**src/rtl/arh_pkg.sv**
```systemverilog
// ----------------------------------------------------------------------------
// arh_pkg
// Shared types and codes for the auto-ranging histogram: opcodes, memory
// port selects and the command/status bundles between control and datapath.
// ----------------------------------------------------------------------------
package arh_pkg;

  localparam logic OP_ADD  = 1'b0;
  localparam logic OP_READ = 1'b1;

  typedef logic [1:0] rd_sel_t;
  localparam rd_sel_t RS_INPUT   = 2'd0;
  localparam rd_sel_t RS_V       = 2'd1;
  localparam rd_sel_t RS_PAIR_LO = 2'd2;
  localparam rd_sel_t RS_PAIR_HI = 2'd3;

  typedef logic [1:0] wr_sel_t;
  localparam wr_sel_t WS_ADD   = 2'd0;
  localparam wr_sel_t WS_MERGE = 2'd1;
  localparam wr_sel_t WS_COPY  = 2'd2;
  localparam wr_sel_t WS_ZERO  = 2'd3;

  typedef struct packed {
    logic    cap;
    logic    rd_en;
    rd_sel_t rd_sel;
    logic    wr_en;
    wr_sel_t wr_sel;
    logic    ptr_clr;
    logic    ptr_inc;
    logic    latch_a;
    logic    grow;
    logic    emit;
  } arh_cmd_t;

  typedef struct packed {
    logic op_rd;
    logic neg;
    logic in_range;
    logic v_big;
    logic pair_last;
    logic ptr_last;
    logic slot_free;
  } arh_sts_t;

endpackage

```
**src/rtl/arh_ctrl.sv**
```systemverilog
// ----------------------------------------------------------------------------
// arh_ctrl
// Sequencer: reset clear, accept/check, merge passes and result emission.
// ----------------------------------------------------------------------------
module arh_ctrl #(
  parameter int BIN_COUNT = 256
) (
  input  logic              clk,
  input  logic              rst_n,
  input  logic              in_valid,
  output logic              in_ready,
  input  arh_pkg::arh_sts_t sts,
  output arh_pkg::arh_cmd_t cmd
);

  localparam logic ODD = (BIN_COUNT % 2) != 0;

  localparam logic [3:0] S_INIT     = 4'd0;
  localparam logic [3:0] S_IDLE     = 4'd1;
  localparam logic [3:0] S_CHECK    = 4'd2;
  localparam logic [3:0] S_M_RD0    = 4'd3;
  localparam logic [3:0] S_M_RD1    = 4'd4;
  localparam logic [3:0] S_M_WR     = 4'd5;
  localparam logic [3:0] S_M_ODD_RD = 4'd6;
  localparam logic [3:0] S_M_ODD_WR = 4'd7;
  localparam logic [3:0] S_M_CLR    = 4'd8;
  localparam logic [3:0] S_RELOAD   = 4'd9;

  logic [3:0] state_r, state_nxt;

  always_ff @(posedge clk) begin
    if (!rst_n) begin
      state_r <= S_INIT;
    end else begin
      state_r <= state_nxt;
    end
  end

  always_comb begin
    cmd       = '0;
    state_nxt = state_r;
    in_ready  = 1'b0;
    case (state_r)
      S_INIT: begin
        cmd.wr_en   = 1'b1;
        cmd.wr_sel  = arh_pkg::WS_ZERO;
        cmd.ptr_inc = 1'b1;
        if (sts.ptr_last) state_nxt = S_IDLE;
      end
      S_IDLE: begin
        in_ready   = 1'b1;
        cmd.rd_en  = 1'b1;
        cmd.rd_sel = arh_pkg::RS_INPUT;
        cmd.cap    = in_valid;
        if (in_valid) state_nxt = S_CHECK;
      end
      S_CHECK: begin
        priority if (sts.op_rd || sts.neg) begin
          if (sts.slot_free) begin
            cmd.emit  = 1'b1;
            state_nxt = S_IDLE;
          end
        end else if (sts.v_big) begin
          cmd.ptr_clr = 1'b1;
          state_nxt   = S_M_RD0;
        end else if (sts.slot_free) begin
          cmd.emit   = 1'b1;
          cmd.wr_en  = 1'b1;
          cmd.wr_sel = arh_pkg::WS_ADD;
          state_nxt  = S_IDLE;
        end
      end
      S_M_RD0: begin
        cmd.rd_en  = 1'b1;
        cmd.rd_sel = arh_pkg::RS_PAIR_LO;
        state_nxt  = S_M_RD1;
      end
      S_M_RD1: begin
        cmd.rd_en   = 1'b1;
        cmd.rd_sel  = arh_pkg::RS_PAIR_HI;
        cmd.latch_a = 1'b1;
        state_nxt   = S_M_WR;
      end
      S_M_WR: begin
        cmd.wr_en   = 1'b1;
        cmd.wr_sel  = arh_pkg::WS_MERGE;
        cmd.ptr_inc = 1'b1;
        if (!sts.pair_last) state_nxt = S_M_RD0;
        else if (ODD)       state_nxt = S_M_ODD_RD;
        else                state_nxt = S_M_CLR;
      end
      S_M_ODD_RD: begin
        // ptr sits at BIN_COUNT/2 here, so the low pair address is the last bin
        cmd.rd_en  = 1'b1;
        cmd.rd_sel = arh_pkg::RS_PAIR_LO;
        state_nxt  = S_M_ODD_WR;
      end
      S_M_ODD_WR: begin
        cmd.wr_en   = 1'b1;
        cmd.wr_sel  = arh_pkg::WS_COPY;
        cmd.ptr_inc = 1'b1;
        state_nxt   = S_M_CLR;
      end
      S_M_CLR: begin
        cmd.wr_en   = 1'b1;
        cmd.wr_sel  = arh_pkg::WS_ZERO;
        cmd.ptr_inc = 1'b1;
        if (sts.ptr_last) begin
          cmd.grow  = 1'b1;
          state_nxt = S_RELOAD;
        end
      end
      S_RELOAD: begin
        cmd.rd_en  = 1'b1;
        cmd.rd_sel = arh_pkg::RS_V;
        state_nxt  = S_CHECK;
      end
      default: begin
        state_nxt = S_INIT;
      end
    endcase
  end

endmodule

```
**config.mk**
```make
export PLATFORM = sky130hd
export DESIGN_NAME = arh_ctrl
export DESIGN_NICKNAME = d
export VERILOG_FILES = /design/src/rtl/arh_pkg.sv /design/src/rtl/arh_ctrl.sv
export SDC_FILE = /design/constraint.sdc
export NUM_CORES = 1
export LEC_CHECK = 0
export ABC_CLOCK_PERIOD_IN_PS = 1400
export BUFFER_PORTS_ARGS = -buffer_cell sky130_fd_sc_hd__buf_4
export CORE_MARGIN = 2
export CORE_UTILIZATION = 30
export CTS_BUF_LIST = sky130_fd_sc_hd__clkbuf_4 sky130_fd_sc_hd__clkbuf_8 sky130_fd_sc_hd__clkbuf_16
export DETAILED_ROUTE_END_ITERATION = 6
export HOLD_SLACK_MARGIN = 0.03
export PLACE_DENSITY = 0.64
export SYNTH_ARGS = -nofsm -noshare
export SYNTH_HDL_FRONTEND = slang
export SYNTH_SLANG_ARGS = --single-unit
```
**constraint.sdc**
```tcl
create_clock -name clk -period 1.4 [get_ports clk]
set_clock_uncertainty 0.05 [all_clocks]
set_input_delay 0.28 -clock clk [delete_from_list [all_inputs] [get_ports clk]]
set_output_delay 0.28 -clock clk [all_outputs]
set_load 0.02 [all_outputs]
```
==> results of run 1 <==
Yosys cell counts (2+ instances only):
cell	number	area, µm²
a21oi_1	4	20.0
and2_1	3	18.8
buf_2	3	15.0
dfxtp_1	4	80.1
inv_1	5	18.8
nand2_1	7	26.3
nand2b_1	2	12.5
nor2_1	9	33.8
nor3_1	2	10.0
nor3b_1	2	15.0
cell type report:
type                            count  area (µm²)
Inverter                            5        18.8
Clock buffer                        3        22.5
Fill cell                         103         367
Tap cell                           15        18.8
Sequential cell                     4        90.1
Timing Repair Buffer               44         383
Multi-Input combinational cell     45         402
per-stage QoR:
stage	area, µm²	hold WS (ns)	util	TNS (ns)
finish	935	0.252	0.718	-3.16
detailed placement	719	0.490	0.553	-1.22
floorplan	463	0.392	-	-0.541
CTS	903	0.246	0.694	-3.27
global placement	719	0.495	0.553	-0.950
global route	935	0.246	0.718	-4.14
logic make-up after synthesis:
| logic type | after synthesis | synth area share |
|---|---|---|
| and+or+nand+nor | 30 | 0.430 |
| AOI/OAI and AO/OA | 15 | 0.272 |
| buffers and inverters | 9 | 0.107 |
| DFF | 4 | 0.191 |
worst max-delay path: cells and delay by family, from the launching register on:
family                 cells  cell delay, ns
flip-flops                 1            0.36
buffers and inverters      1            0.18
AND/OR/NAND/NOR            2            0.40
AO/OA/AOI/OAI              1            0.20
power groups by stage:
stage	Clock, µW	Combinational, µW	Sequential, µW
final	143	1320	201
after global routing	163	1400	206
after CTS	149	1220	201
after detailed placement	0	1020	189
after global placement	0	1010	188
after floorplan	0	637	168
repair_timing:
| item | 4_1_cts | 5_1_grt |
|---|---|---|
| setup buffers | 6 | 2 |
| cloned | 0 | 0 |
| resized for setup | 32 | 6 |
| pin swaps | 10 | 6 |
| endpoints found under the setup margin | 17 | 17 |
per-layer routing:
metal,track usage,up-vias,wire length [µm],share of wire
met5,0,-,0,0
met4,0.105,0,36,0.025
met3,0.0798,4,68,0.047
met2,0.340,13,783,0.54
met1,0.195,260,562,0.39
li1,-,286,-,-
path summary, 6_finish.rpt:
kind                            startpoint          to
worst min register to register  state_r[1]  state_r[3]
worst max-delay path            state_r[0]      cmd[7]
worst min-delay path                 rst_n  state_r[0]
worst max register to register  state_r[2]  state_r[0]
==> flow_summary.toml, run 1 <==
[detailed_routing]
ant_nets = 0
wl_per_cell_um = 12.5
drc = 0
dr.pass1.iters = 3
drt_iter0_markers = 11
via_per_inst = 4.85
route.vias.total = 563
drt-total-wl_um = 1450

[timing]
slew_headroom = 0.775
finalCriticalPeriod_ns = 1.71
hold_violations = 0
setup_slack_ns = -0.313
fmax_ghz = 0.584
rsz0062_at_grt = "true"
maxSlewViolCount = 0
tightest_slew_ns = 0.336
fin_crit_sh = 1.22
setup_viol = 17

[synth]
ys_async_sr_fraction = 0
ys_seq_area_frac = 0.191
syn_avg_cell_area_um2 = 7.23
ys.warnings.count = 0
syn_nets = 68
synth_edf_count = 0
syn-cell-area_um2 = 419
synth.distinct_cells = 27
synth.ff_latch_count = 4
synthFlopType = "dfxtp_1"
synthCells = 58

[clocking]
clkSinkCount = 4
cts.clk_slew.worst_paths_ns = 0.03
h-tree-depth = 1
cts_root_buf = "clkbuf_4"
cts_tree = "yes"
worstSkewPairLatency_ns = 0.24
cts_hold_buf = 0
cts_inserted_buffers = 3
clockBufferDepth = 2

[floorplanning]
die_h_um = 41.4
io_pins = 23
start_util = 0.322
dieWidth_um = 41.4
core-area_um2 = 1300
num_rows = 13
die_area_um2 = 1710

[global_route]
grt_max_degree = 10
grt_pass1_wl_um = 2040
first_global_vias = 516
overflow = 0
antenna_found_initial = 0
track_usage = 0.195

[worst_hold_path]
hp-class = "in2reg"
hold_path_depth = 2

[setup_path]
cpPeakStageDelay_ns = 0.36
cp.arrival_ns = 1.38
crit_path_end_kind = "output port"
r2r_setup_slack_ns = -0.12
start_kind = "register"
critPathKind = "reg2out"
crit_chain = "nor4b_4, nand2_2, o41ai_4, buf_4"
worstRegToRegCells = 6
critPathSlowestCell = "dfxtp_4"
crit_required_ns = 1.07
cp_max_fo = 6

[power_and_ir_drop]
swShare = 0.424
clkPwrFrac = 0.086
power.density_nw_per_um2 = 1770
p_comb_frac = 0.793
p_total_uw = 1660
vdd_drop_max_mv = 1.20
pwr-share-seq = 0.121
leakage_uw = 0.000437
p_int_uw = 955
p_sw_uw = 703

[cells_and_area]
drive_gt1_frac = 0.733
final_cell_mix = "buf_4, buf_6, inv_1, nand2_1"
diodes = 0
largest_register_ffs = 4
area_growth_pct = 123
layout_commonest_cell = "buf_4"
largest_register = "state_r"
largestRegisters = "state_r: 4 flops"
fin_nets = 113
stdcell_count = 116

[placement]
portBuffers = 21
dp_cells = 105
pre_cts_ws_ns = -0.212
post-dp-hpwl_um = 997
gp_congestion = 0.748

[run]
maxCapViolCount = 0

[status]
status = "finished, violations left"
violations = "negative setup slack"
(Power assumes the default switching activity.)
==> run 2: changes to the inputs <==
- CORE_AREA: not set -> 2 2 39 41
- CORE_MARGIN: 2 -> not set
- CORE_UTILIZATION: 30 -> not set
- DIE_AREA: not set -> 0 0 41 43
- PLACE_DENSITY: 0.64 -> 0.66
==> run 2 against run 1 <==
Compared with the run above:
- the flow still finishes with violations (negative setup slack)
- non-clock buffer count rose by 1
- final cell count grew 1.7%
- combinational power barely moved
- power decreased by 0.95%
- clock power is essentially flat
- via count up 2.5%
- register-to-register slack lost 0.04 ns
- wire length fell by 6.4%
- sequential power down 2%
- worst setup slack got worse by 0.016 ns
- first-iteration DRC count decreased by 27%
- die area rose by 3.0%
- largest cell class is now non-clock buffers
- highest routed layer unchanged
==> flow_summary.toml, run 2 (same netlist as run 1, synthesis figures left out) <==
[status]
status = "finished, violations left"
violations = "negative setup slack"

[cells_and_area]
largest_register = "state_r"
stdcell_count = 118
fin_nets = 114
largest_register_ffs = 4
area_growth_pct = 116
n_fill_cell = 117
diodes = 0
final_cell_mix = "buf_4, buf_6, nor2_1"
largestRegisters = "state_r: 4 flops"
drive_gt1_frac = 0.676
layout_commonest_cell = "buf_4"

[clocking]
h-tree-depth = 1
worstSkewPairLatency_ns = 0.24
cts.clk_slew.worst_paths_ns = 0.04
clkSinkCount = 4
cts_inserted_buffers = 3
clockBufferDepth = 2
cts_root_buf = "clkbuf_4"
cts_hold_buf = 0
cts_tree = "yes"

[detailed_routing]
drt-total-wl_um = 1360
drc = 0
wl_per_cell_um = 11.5
dr.pass1.iters = 4
via_per_inst = 4.89
route.vias.total = 577
drt_iter0_markers = 8
ant_nets = 0

[timing]
hold-worst-slack_ns = 0.265
setup_viol = 17
fin_crit_sh = 1.24
tightest_slew_ns = 0.354
rsz0062_at_grt = "true"
fmax_ghz = 0.578
finalCriticalPeriod_ns = 1.73
setup_slack_ns = -0.329
fin_tns_setup_ns = -3.54
maxSlewViolCount = 0
hold_violations = 0
slew_headroom = 0.763

[floorplanning]
num_rows = 14
io_pins = 23
die_area_um2 = 1760
dieWidth_um = 41
core-area_um2 = 1380
die_h_um = 43
start_util = 0.303

[global_route]
first_global_vias = 520
track_usage = 0.162
overflow = 0
antenna_found_initial = 0
grt_pass1_wl_um = 1990
grt_max_degree = 12

[setup_path]
critPathSlowestCell = "dfxtp_4"
crit_chain = "nor4b_4, nand2_2, o41ai_4, buf_4"
r2r_setup_slack_ns = -0.16
critPathKind = "reg2out"
setup.worst_path.end = "cmd[7]"
cp_max_fo = 5
worstRegToRegCells = 7
r2r-end = "state_r[1]"
cpPeakStageDelay_ns = 0.36
cp.depth = 4
crit_start = "state_r[0]"
start_kind = "register"
cp.arrival_ns = 1.40
crit_path_end_kind = "output port"
cp_num_buf_inv = 1
critPathTopFamily = "simple AND/OR/NAND/NOR gates"
worstReg2RegStart = "state_r[0]"
crit_required_ns = 1.07

[placement]
post-dp-hpwl_um = 1000
gp_congestion = 0.825
dp_cells = 107
portBuffers = 21
pre_cts_ws_ns = -0.196

[worst_hold_path]
hp-class = "in2reg"

[power_and_ir_drop]
power.density_nw_per_um2 = 1820
vdd_drop_max_mv = 0.879
leakage_uw = 0.000429

[run]
maxCapViolCount = 0
run 2: repair_timing:
action                     4_1_cts  5_1_grt
setup buffers                    5        3
gates cloned                     0        0
gates resized for setup         16       11
setup endpoints to repair       16       17
pin swaps                        5        5
run 2: power breakdown:
part / leakage [µW] / total (µW) / internal, µW / switching [µW]
sequential: 0.0000350 / 197 / 153 / 44.2
clock: 0.0000138 / 143 / 95.9 / 47.5
combinational: 0.000381 / 1300 / 722 / 580
run 2: layout make-up:
cell class	count	area, µm²	share of cell area
repair buffers	45	383	0.423
multi-input cells	45	370	0.409
flip-flops and latches	4	90.1	0.0996
clock buffers	3	22.5	0.0249
well taps	16	20.0	0.0221
inverters	5	18.8	0.0207
run 2: per-layer routing:
metal | wire [µm] | GRT usage | vias to the layer above | share of wire
met5 | 0 | 0 | - | 0
met3 | 61 | 0.0628 | 2 | 0.045
li1 | - | - | 286 | -
met4 | 11 | 0.0200 | 0 | 0.0081
met1 | 527 | 0.171 | 279 | 0.39
met2 | 757 | 0.291 | 10 | 0.56
run 2: how the worst min path moves through the flow:
stage / slack, ns / start / depth (start not counted) / endpoint
3_3_place_gp: 0.50 / rst_n / 2 / state_r[0]
4_1_cts: 0.25 / rst_n / 2 / state_r[0]
6_report: 0.27 / rst_n / 2 / state_r[0]
5_1_grt: 0.26 / rst_n / 2 / state_r[0]
2_1_floorplan: 0.39 / rst_n / 1 / state_r[0]
3_5_place_dp: 0.49 / rst_n / 2 / state_r[0]
run 2: per-stage QoR:
step	power [µW]	area [µm²]	utilization
floorplan	804	463	-
global placement	1190	728	0.526
detailed placement	1200	728	0.526
CTS	1500	841	0.608
global route	1740	905	0.654
finish	1640	905	0.654
