==> config.mk <==
export PLATFORM = sky130hd
export DESIGN_NAME = arh_dp
export DESIGN_NICKNAME = d
export VERILOG_FILES = /design/src/rtl/arh_pkg.sv /design/src/rtl/arh_dp.sv
export SDC_FILE = /design/constraint.sdc
export NUM_CORES = 1
export LEC_CHECK = 0
export BUFFER_PORTS_ARGS = -buffer_cell sky130_fd_sc_hd__buf_2
export CAP_MARGIN = 15
export CORE_MARGIN = 2
export CORE_UTILIZATION = 55
export DETAILED_ROUTE_END_ITERATION = 8
export PLACE_DENSITY = 0.78
export SYNTH_ARGS = -nofsm -noshare
export SYNTH_HDL_FRONTEND = slang
export SYNTH_SLANG_ARGS = --single-unit
==> constraint.sdc <==
create_clock -name clk -period 4.05 [get_ports clk]
set_input_delay 0.2025 -clock clk [delete_from_list [all_inputs] [get_ports clk]]
set_output_delay 0.2025 -clock clk [all_outputs]
set_load 0.02 [all_outputs]
==> src/rtl/arh_pkg.sv <==
// ----------------------------------------------------------------------------
// arh_pkg
// Shared types and codes for the auto-ranging histogram: opcodes, memory
// port selects and the command/status bundles between control and datapath.
// ----------------------------------------------------------------------------
package arh_pkg;

  localparam logic OP_ADD  = 1'b0;
  localparam logic OP_READ = 1'b1;

  typedef logic [1:0] rd_sel_t;
  localparam rd_sel_t RS_INPUT   = 2'd0;
  localparam rd_sel_t RS_V       = 2'd1;
  localparam rd_sel_t RS_PAIR_LO = 2'd2;
  localparam rd_sel_t RS_PAIR_HI = 2'd3;

  typedef logic [1:0] wr_sel_t;
  localparam wr_sel_t WS_ADD   = 2'd0;
  localparam wr_sel_t WS_MERGE = 2'd1;
  localparam wr_sel_t WS_COPY  = 2'd2;
  localparam wr_sel_t WS_ZERO  = 2'd3;

  typedef struct packed {
    logic    cap;
    logic    rd_en;
    rd_sel_t rd_sel;
    logic    wr_en;
    wr_sel_t wr_sel;
    logic    ptr_clr;
    logic    ptr_inc;
    logic    latch_a;
    logic    grow;
    logic    emit;
  } arh_cmd_t;

  typedef struct packed {
    logic op_rd;
    logic neg;
    logic in_range;
    logic v_big;
    logic pair_last;
    logic ptr_last;
    logic slot_free;
  } arh_sts_t;

endpackage

==> src/rtl/arh_dp.sv <==
// ----------------------------------------------------------------------------
// arh_dp
// Datapath: item capture, bin index shift, saturating adders, merge pointer,
// exponent and total registers, memory port muxing and result register.
// ----------------------------------------------------------------------------
module arh_dp #(
  parameter int BIN_COUNT = 256
) (
  input  logic                         clk,
  input  logic                         rst_n,
  input  arh_pkg::arh_cmd_t            cmd,
  output arh_pkg::arh_sts_t            sts,
  input  logic                         in_opcode,
  input  logic [31:0]                  in_sample,
  input  logic [7:0]                   in_read_bin,
  output logic                         ram_we,
  output logic [$clog2(BIN_COUNT)-1:0] ram_waddr,
  output logic [31:0]                  ram_wdata,
  output logic                         ram_re,
  output logic [$clog2(BIN_COUNT)-1:0] ram_raddr,
  input  logic [31:0]                  ram_rdata,
  output logic                         out_valid,
  input  logic                         out_ready,
  output logic [7:0]                   out_bin_index,
  output logic [31:0]                  out_bin_count,
  output logic [4:0]                   out_width_shift,
  output logic [31:0]                  out_total_count,
  output logic                         out_rejected
);

  localparam int          AW    = $clog2(BIN_COUNT);
  localparam int          HALF  = BIN_COUNT / 2;
  localparam logic [30:0] NBINS = 31'(BIN_COUNT);
  localparam logic [31:0] NB32  = 32'(BIN_COUNT);

  logic          op_r, neg_r;
  logic [7:0]    rbin_r;
  logic [30:0]   v_r;
  logic [AW-1:0] ptr_r;
  logic [31:0]   a_r;
  logic [4:0]    exp_r;
  logic [31:0]   total_r, total_nxt;
  logic          out_valid_r;
  logic [7:0]    idx_r;
  logic [31:0]   cnt_r, tot_out_r;
  logic [4:0]    shift_r;
  logic          rej_r;

  logic [30:0]   shifted;
  logic [AW-1:0] v_idx;
  logic [31:0]   bin_inc;
  logic [32:0]   pair_sum;
  logic [31:0]   pair_sat;
  logic          is_add;

  assign shifted  = in_sample[30:0] >> exp_r;
  assign v_idx    = AW'(v_r);
  assign bin_inc  = (ram_rdata == '1) ? ram_rdata : ram_rdata + 32'd1;
  assign pair_sum = {1'b0, a_r} + {1'b0, ram_rdata};
  assign pair_sat = pair_sum[32] ? '1 : pair_sum[31:0];
  assign is_add   = (op_r == arh_pkg::OP_ADD) && !neg_r;
  assign total_nxt = (is_add && total_r != '1) ? total_r + 32'd1 : total_r;

  assign sts.op_rd     = op_r == arh_pkg::OP_READ;
  assign sts.neg       = neg_r;
  assign sts.in_range  = {24'd0, rbin_r} < NB32;
  assign sts.v_big     = v_r >= NBINS;
  assign sts.pair_last = ptr_r == AW'(HALF - 1);
  assign sts.ptr_last  = ptr_r == AW'(BIN_COUNT - 1);
  assign sts.slot_free = !out_valid_r || out_ready;

  assign ram_re = cmd.rd_en;
  assign ram_we = cmd.wr_en;

  always_comb begin
    unique case (cmd.rd_sel)
      arh_pkg::RS_INPUT:   ram_raddr = (in_opcode == arh_pkg::OP_READ) ? AW'(in_read_bin)
                                                                      : AW'(shifted);
      arh_pkg::RS_V:       ram_raddr = v_idx;
      arh_pkg::RS_PAIR_LO: ram_raddr = AW'({ptr_r, 1'b0});
      arh_pkg::RS_PAIR_HI: ram_raddr = AW'({ptr_r, 1'b1});
    endcase
  end

  always_comb begin
    unique case (cmd.wr_sel)
      arh_pkg::WS_ADD: begin
        ram_waddr = v_idx;
        ram_wdata = bin_inc;
      end
      arh_pkg::WS_MERGE: begin
        ram_waddr = ptr_r;
        ram_wdata = pair_sat;
      end
      arh_pkg::WS_COPY: begin
        ram_waddr = ptr_r;
        ram_wdata = ram_rdata;
      end
      arh_pkg::WS_ZERO: begin
        ram_waddr = ptr_r;
        ram_wdata = '0;
      end
    endcase
  end

  // control registers
  always_ff @(posedge clk) begin
    if (!rst_n) begin
      ptr_r       <= '0;
      exp_r       <= '0;
      total_r     <= '0;
      out_valid_r <= 1'b0;
    end else begin
      if (cmd.ptr_clr)      ptr_r <= '0;
      else if (cmd.ptr_inc) ptr_r <= ptr_r + AW'(1);
      if (cmd.grow) exp_r <= exp_r + 5'd1;
      if (cmd.emit) total_r <= total_nxt;
      if (cmd.emit)         out_valid_r <= 1'b1;
      else if (out_ready)   out_valid_r <= 1'b0;
    end
  end

  // payload registers
  always_ff @(posedge clk) begin
    if (cmd.cap) begin
      op_r   <= in_opcode;
      neg_r  <= in_sample[31];
      rbin_r <= in_read_bin;
      v_r    <= shifted;
    end else if (cmd.grow) begin
      v_r <= v_r >> 1;
    end
    if (cmd.latch_a) a_r <= ram_rdata;
    if (cmd.emit) begin
      shift_r   <= exp_r;
      tot_out_r <= total_nxt;
      rej_r     <= 1'b0;
      priority if (op_r == arh_pkg::OP_READ) begin
        idx_r <= rbin_r;
        cnt_r <= sts.in_range ? ram_rdata : '0;
      end else if (neg_r) begin
        idx_r <= '0;
        cnt_r <= '0;
        rej_r <= 1'b1;
      end else begin
        idx_r <= 8'(v_idx);
        cnt_r <= bin_inc;
      end
    end
  end

  assign out_valid       = out_valid_r;
  assign out_bin_index   = idx_r;
  assign out_bin_count   = cnt_r;
  assign out_width_shift = shift_r;
  assign out_total_count = tot_out_r;
  assign out_rejected    = rej_r;

endmodule

==> results.md, run 1 <==
* Outcome: completed
* Mux contribution to synthesized area at 9.63%
* XOR/XNOR share of the synthesized area at between 7 and 8%
* Global routing usage summed across all routing layers at 28.8%
* Layout overhead on the synthesized area at 14.9%
* Hold Slack at roughly 0.025 ns
* Total of max-cap violations at 0
* Number of global-route vias before repair at 10700
* TritonCTS clock tree: built
* Post-route clock period utilization at 94.2%
* Fraction of layout instances using a drive strength above 1 at 22.2%
* # nets final at 1643
* Met3 routing resource usage after global routing at under 10%
* Largest net degree at the start of global routing at 73
* Worst-Margin Slew at between 1 and 1.5 ns
* Sw Share at around 33%
* Clock power frac at 32.2%
* Register area share after synthesis at 42.0%
* Kind of path behind the tightest hold check: input pin to flip-flop
* Later-pin clock latency in the skew report at 0.44 ns
* Num Clock Sinks at 197
* Total clock buffers created by CTS at 17
* Post-Syn Area at 13000 um2
* GR met1 Demand/Resource at 39.1%
* Count of port buffers added during placement at approximately 220
* Antenna violations before repair at 0
* Most instantiated flip-flop cell in the synthesis netlist: sky130_fd_sc_hd__edfxtp_1
* H-tree level count at 4
* Detailed Route Iter0 Violations at 970
* Net count after synthesis at between 1000 and 1500
* Worst Setup Path Type: flip-flop to output pin
* Most congested layer reported by global routing: met2
* PwrDens at approximately 370 nW/um2
* Comb power frac at 24.0%
* Slew margin rel. at 28.0%
* Post-layout min period at 3.82 ns
* Slowest stage cell, crit path: sky130_fd_sc_hd__fa_1
* Io pins at 224
* Adder-cell share of the synthesized area at 3.62%
* Cell count after synthesis at 1347
* Detailed-route via count at 11200
* Library cell with the largest summed area after synthesis: sky130_fd_sc_hd__edfxtp_1
* Top-area cell type share of the netlist area at between 30% and 40%
* Core Footprint at 23300 um2
* CTS clock-pin slew for the worst setup and hold paths at about 0.080 ns
* Hold violation total from the final report at 0
* Number of detailed-routing iterations run before antenna repair at 5
* Static leakage at 5.81 nW
* Proportion of register bits with asynchronous set or reset after synthesis at 0%
* Remaining global-route overflow at 0
* Synth warnings at 0
* Kind of end point of the critical path: output pin
* Post-synthesis area per instance at just under 10 um2
* Clock tree root driver cell: sky130_fd_sc_hd__clkbuf_16
* CP max stage delay at 0.43 ns
* Routed wire length per instance at 19.3 um
* Detailed-placement wirelength estimate at around 26000 um
* Die Outline Area at 24800 um2
* Final antenna-violating net count at 0
* Total routed wirelength at 35800 um
* Achievable clock frequency at about 260 MHz
* GRT met2 Usage at 46.9%
* Leading cell types by count after synthesis: 151 x sky130_fd_sc_hd__edfxtp_1, 126 x sky130_fd_sc_hd__nor2_1, 104 x sky130_fd_sc_hd__nand2_1, 94 x sky130_fd_sc_hd__o21ai_0, 89 x sky130_fd_sc_hd__xnor2_1
* Crit path launch type: flip-flop
* Sum of negative setup slack at 0 ns
* Arrival @ worst endpoint at 3.61 ns
* Area contributors post-synth: sky130_fd_sc_hd__edfxtp_1 35%, sky130_fd_sc_hd__dfxtp_1 7.1%, sky130_fd_sc_hd__xnor2_1 6.0%, sky130_fd_sc_hd__nor2_1 3.6%, sky130_fd_sc_hd__o21ai_0 3.6%
* Most instantiated library cell after synthesis: sky130_fd_sc_hd__edfxtp_1
* Net Switching at roughly 1.8 mW
* Area fraction in compound gates after synthesis at 15.0%
* Crit-path max FO at 21
* # Post-CTS Setup Buffers at 0
* Ratio of routed vias to standard cells at 6.07
* Height of the chip at 158 um
* Max-slew violations at 0
* Maximum vdd drop at 0.276 mV
* Cell-internal power at 3.71 mW
* X dimension of the die at 158 um
* # rows at 56
* Area share of and/or/nand/nor cells after synthesis at 17.8%
* Setup Viol. Count Final at 0
* Worst-case clock skew at ~0.014 ns
* Flip-flop and latch count after synthesis at 197
* DRC violation count after routing at 0
* Count of fill cells added during filler insertion at approximately 1900
* Post-synthesis cell type count at 69
* Final GP Congestion at 0.924
* Wire length of the first global-routing pass at 55800 um
* Initial cell density of the core at between 50 and 60%
* Count of flip-flops with a built-in enable after synthesis at between 150 and 200
* Utilization after layout at 63.9%
* Share of power burned in registers at 43.8%
* Cell Chain, Critical Path: ha_1 -> fa_1 -> a211oi_1 -> o21bai_1 -> nand3_1 -> a21oi_1 -> o31ai_2 -> a31oi_1 -> or2_4 -> buf_4 -> o211ai_1 -> o21ai_0 -> buf_2
* Largest family of logic cells by synthesized area: simple AND/OR/NAND/NOR gates
* Number of buffers on the longest clock path at 2
* CP Data Required Time at 3.85 ns
## power by group through the flow
stage               Clock [mW]  Combinational, mW  Sequential (mW)
CTS                       1.80               1.30             2.41
floorplan                    0              0.837             2.48
global route              1.88               1.43             2.42
finish                    1.77               1.32             2.41
global placement             0               1.27             2.45
detailed placement           0               1.29             2.45
## critical path, delay by kind of cell (launching register included)
| family | cells | cell delay (ns) |
|---|---|---|
| buffers and inverters | 2 | 0.42 |
| flip-flops | 1 | 0.38 |
| AND/OR/NAND/NOR | 2 | 0.46 |
| adder cells (fa/ha/maj) | 2 | 0.65 |
| AO/OA/AOI/OAI | 7 | 1.25 |
## layout by cell type, fill, tap and decap left out, drive strengths merged, types with 29 or more instances in the layout
cell    synthesis  routed
mux2i          45      45
a21oi          63      63
o21ai          94      94
o22ai          36      36
nor2          126     126
buf            28     232
dfxtp          46      46
mux2           33      33
nand3          45      45
ha             36      36
edfxtp        151     151
xor2           29      29
o31ai          30      30
nand2         104     104
inv            33      43
xnor2          89      89
and2           45      45
## through the flow
step	instances	setup slack [ns]	power (mW)	instance area (um2)
2_1_floorplan	1347	0.944	3.31	13000
3_3_place_gp	1809	0.629	3.72	14200
3_5_place_dp	1809	0.592	3.74	14200
4_1_cts	1850	0.108	5.51	14900
5_1_grt	1850	-0.0585	5.74	14900
6_report	1851	0.233	5.51	14900
## routing by layer
layer  part of all wire, %  vias up  routed length [um]
met3                   6.4       77                2300
li1                      -     5300                   -
met5                     0        -                   0
met4                   3.3        0                1180
met2                    47      494               16900
met1                    43     5356               15400
## what timing repair did
item	4_1_cts	5_1_grt
hold endpoints to repair	9	0
hold buffers	9	0
resized for setup	0	6
endpoints found under the setup margin	0	23
## flip-flops by register name, summed over array words and instances (netlist names), 5 cells and up
signal / flops
a_r: 32
out_bin_count: 32
out_total_count: 32
total_r: 32
v_r: 31
out_bin_index: 8
ptr_r: 8
rbin_r: 8
exp_r: 5
out_width_shift: 5
## final timing paths
check             slack, ns                       end                   from  depth (start not counted)
setup / recovery       0.23             ram_wdata[16]       a_r[0]$_DFFE_PP_                         13
hold / removal         0.02         a_r[22]$_DFFE_PP_          ram_rdata[22]                          1
setup reg to reg       0.93  total_r[27]$_SDFFE_PN0P_        neg_r$_DFFE_PP_                          8
hold reg to reg        0.51     ptr_r[6]$_SDFFE_PP0P_  ptr_r[6]$_SDFFE_PP0P_                          2
## layout make-up
class | instances | area, um2 | area share (%)
Clock buffer | 18 | 450 | 3.02
Multi-Input combinational cell | 1028 | 7030 | 47.1
Antenna cell | 1 | 2.50 | 0.0168
Timing Repair Buffer | 241 | 1290 | 8.64
Clock inverter | 14 | 165 | 1.11
Inverter | 33 | 124 | 0.830
Sequential cell | 197 | 5460 | 36.6
Tap cell | 319 | 399 | 2.68
## kinds of logic (layout without fill, tap and decap cells)
logic type	count (synthesis)	in the layout
and+or+nand+nor	460	460
AOI/OAI and AO/OA	315	315
DFF	197	197
buffers and inverters	122	306
xor gates and xnor gates	118	118
muxes	97	97
adders and majority gates	37	37
other	1	2
(Power assumes the default switching activity.)
==> run 2: changes to the inputs <==
Settings changed: CORE_MARGIN 2 to 8, PLACE_DENSITY 0.78 to 0.79.
==> results.md, run 2 (synthesized netlist as in run 1, its figures left out) <==
* Outcome: completed
* Fraction of layout instances using a drive strength above 1 at 22.2%
* Height of the chip at 170 um
* Later-pin clock latency in the skew report at 0.45 ns
* Clock tree root driver cell: sky130_fd_sc_hd__clkbuf_16
* Detailed-placement wirelength estimate at roughly 27000 um
* Routed wire length per instance at 19.7 um
* Hold Slack at ~0.028 ns
* PwrDens at 376 nW/um2
* DR WL met3 at 2910 um
* Post-layout min period at 3.91 ns
* Commonest cells after routing, fill and taps aside: 217 x sky130_fd_sc_hd__buf_2, 151 x sky130_fd_sc_hd__edfxtp_1, 126 x sky130_fd_sc_hd__nor2_1
* Met2 wire length at 17700 um
* Largest net degree at the start of global routing at between 50 and 60
* Static leakage at 5.84 nW
* Placement-stage cell area at 14200 um2
* # nets final at 1646
* Sum of negative setup slack at 0 ns
* Crit-path max FO at 26
* DP Worst Slack at 0.653 ns
* Post-route clock period utilization at 96.6%
* Arrival @ worst endpoint at 3.71 ns
* Hold violation total from the final report at 0
* Detailed-route via count at 11200
* Maximum vdd drop at 0.241 mV
* Achievable clock frequency at 256 MHz
* Detailed Route Iter0 Violations at roughly 1100
* Final Power at ~5.6 mW
* Kind of path behind the tightest hold check: input pin to flip-flop
* Core Footprint at approximately 23000 um2
* Number of buffers on the longest clock path at 2
* Total of max-cap violations at 0
* Num Clock Sinks at 197
* Final GP Congestion at 0.948
* Global routing usage summed across all routing layers at 24.8%
* Design area at 15000 um2
* Worst-Margin Slew at 1.07 ns
* Die Outline Area at roughly 29000 um2
* X dimension of the die at approximately 170 um
* Number of global-route vias before repair at 10700
* Initial cell density of the core at 55.6%
* # rows at 56
* CTS clock-pin slew for the worst setup and hold paths at ~0.09 ns
* Slew margin rel. at between 20% and 30%
* Wl on met1 at 15400 um
* H-tree level count at 4
* CP Data Required Time at 3.85 ns
* Unrepaired setup endpoints after global routing: false
* Ratio of routed vias to standard cells at 6.02
* Final worst setup slack at 0.140 ns
* Number of detailed-routing iterations run before antenna repair at 5
* Top layer reached by signal wires: met4
* Crit path launch type: flip-flop
* Layout overhead on the synthesized area at 15.4%
* Worst-case clock skew at ~0.016 ns
* Io pins at 224
* # Post-CTS Setup Buffers at 0
* Worst Setup Path Type: flip-flop to output pin
* DRC violation count after routing at 0
* Kind of end point of the critical path: output pin
* Remaining global-route overflow at 0
* Max-slew violations at 0
* Total clock buffers created by CTS at 17
* Count of port buffers added during placement at 218
* TritonCTS clock tree: built
* Antenna violations before repair at 1
* Final antenna-violating net count at 0
* Most frequent standard cell in the layout excluding fill and tap cells: sky130_fd_sc_hd__buf_2
* Wire length of the first global-routing pass at 57300 um
* Total routed wirelength at 36600 um
* Setup Viol. Count Final at 0
==> run 2: stage by stage <==
stage | instances | utilization (%)
floorplan | 1347 | -
global placement | 1812 | 60.9
detailed placement | 1812 | 60.9
CTS | 1853 | 64.1
global route | 1854 | 64.2
finish | 1855 | 64.2
==> run 2: what timing repair did <==
| item | CTS | global route |
|---|---|---|
| hold buffers | 9 | 0 |
| hold endpoints to repair | 9 | 0 |
| endpoints found under the setup margin | 0 | 7 |
| gates resized for setup | 0 | 5 |
==> run 2: critical path, cell delays in order, from the launching register on <==
cell and delay (ns):
sky130_fd_sc_hd__edfxtp_1 0.39, sky130_fd_sc_hd__ha_1 0.43, sky130_fd_sc_hd__nand4_1 0.16, sky130_fd_sc_hd__or2_2 0.32, sky130_fd_sc_hd__or4_1 0.41, sky130_fd_sc_hd__a21oi_1 0.23
sky130_fd_sc_hd__o31ai_1 0.13, sky130_fd_sc_hd__a31oi_1 0.17, sky130_fd_sc_hd__or2_1 0.16, sky130_fd_sc_hd__buf_6 0.25, sky130_fd_sc_hd__nor3_1 0.07, sky130_fd_sc_hd__o21ai_0 0.29
sky130_fd_sc_hd__buf_2 0.24
==> run 2: layout make-up <==
type	count	area, um2
multi-input combinational	1028	7020
clock inverter	15	234
tap	319	399
timing repair buffer	244	1320
inverter	33	124
antenna	2	5.00
clock buffer	17	425
fill	1961	8350
sequential	197	5460
==> run 2: path summary, 6_finish.rpt <==
path,from,to,slack [ns],cells past startpoint
setup / recovery,a_r[14]$_DFFE_PP_,ram_wdata[0],0.14,12
hold / removal,ram_rdata[29],a_r[29]$_DFFE_PP_,0.03,1
setup reg to reg,total_r[0]$_SDFFE_PN0P_,total_r[27]$_SDFFE_PN0P_,1.00,10
hold reg to reg,ptr_r[7]$_SDFFE_PP0P_,ptr_r[7]$_SDFFE_PP0P_,0.52,2
==> run 2: power breakdown <==
part           leakage (nW)  internal [mW]  switching [mW]  total (mW)
sequential             1.90           2.33          0.0793        2.41
combinational          3.62          0.507           0.811        1.32
clock                 0.323          0.903            1.00        1.90
total                  5.84           3.74            1.89        5.63
==> run 2: per-layer routing <==
| layer | vias up | GRT usage (%) |
|---|---|---|
| li1 | 5304 | - |
| met1 | 5339 | 31.9 |
| met2 | 466 | 42.1 |
| met3 | 64 | 4.70 |
| met4 | 0 | 6.54 |
| met5 | - | 0 |
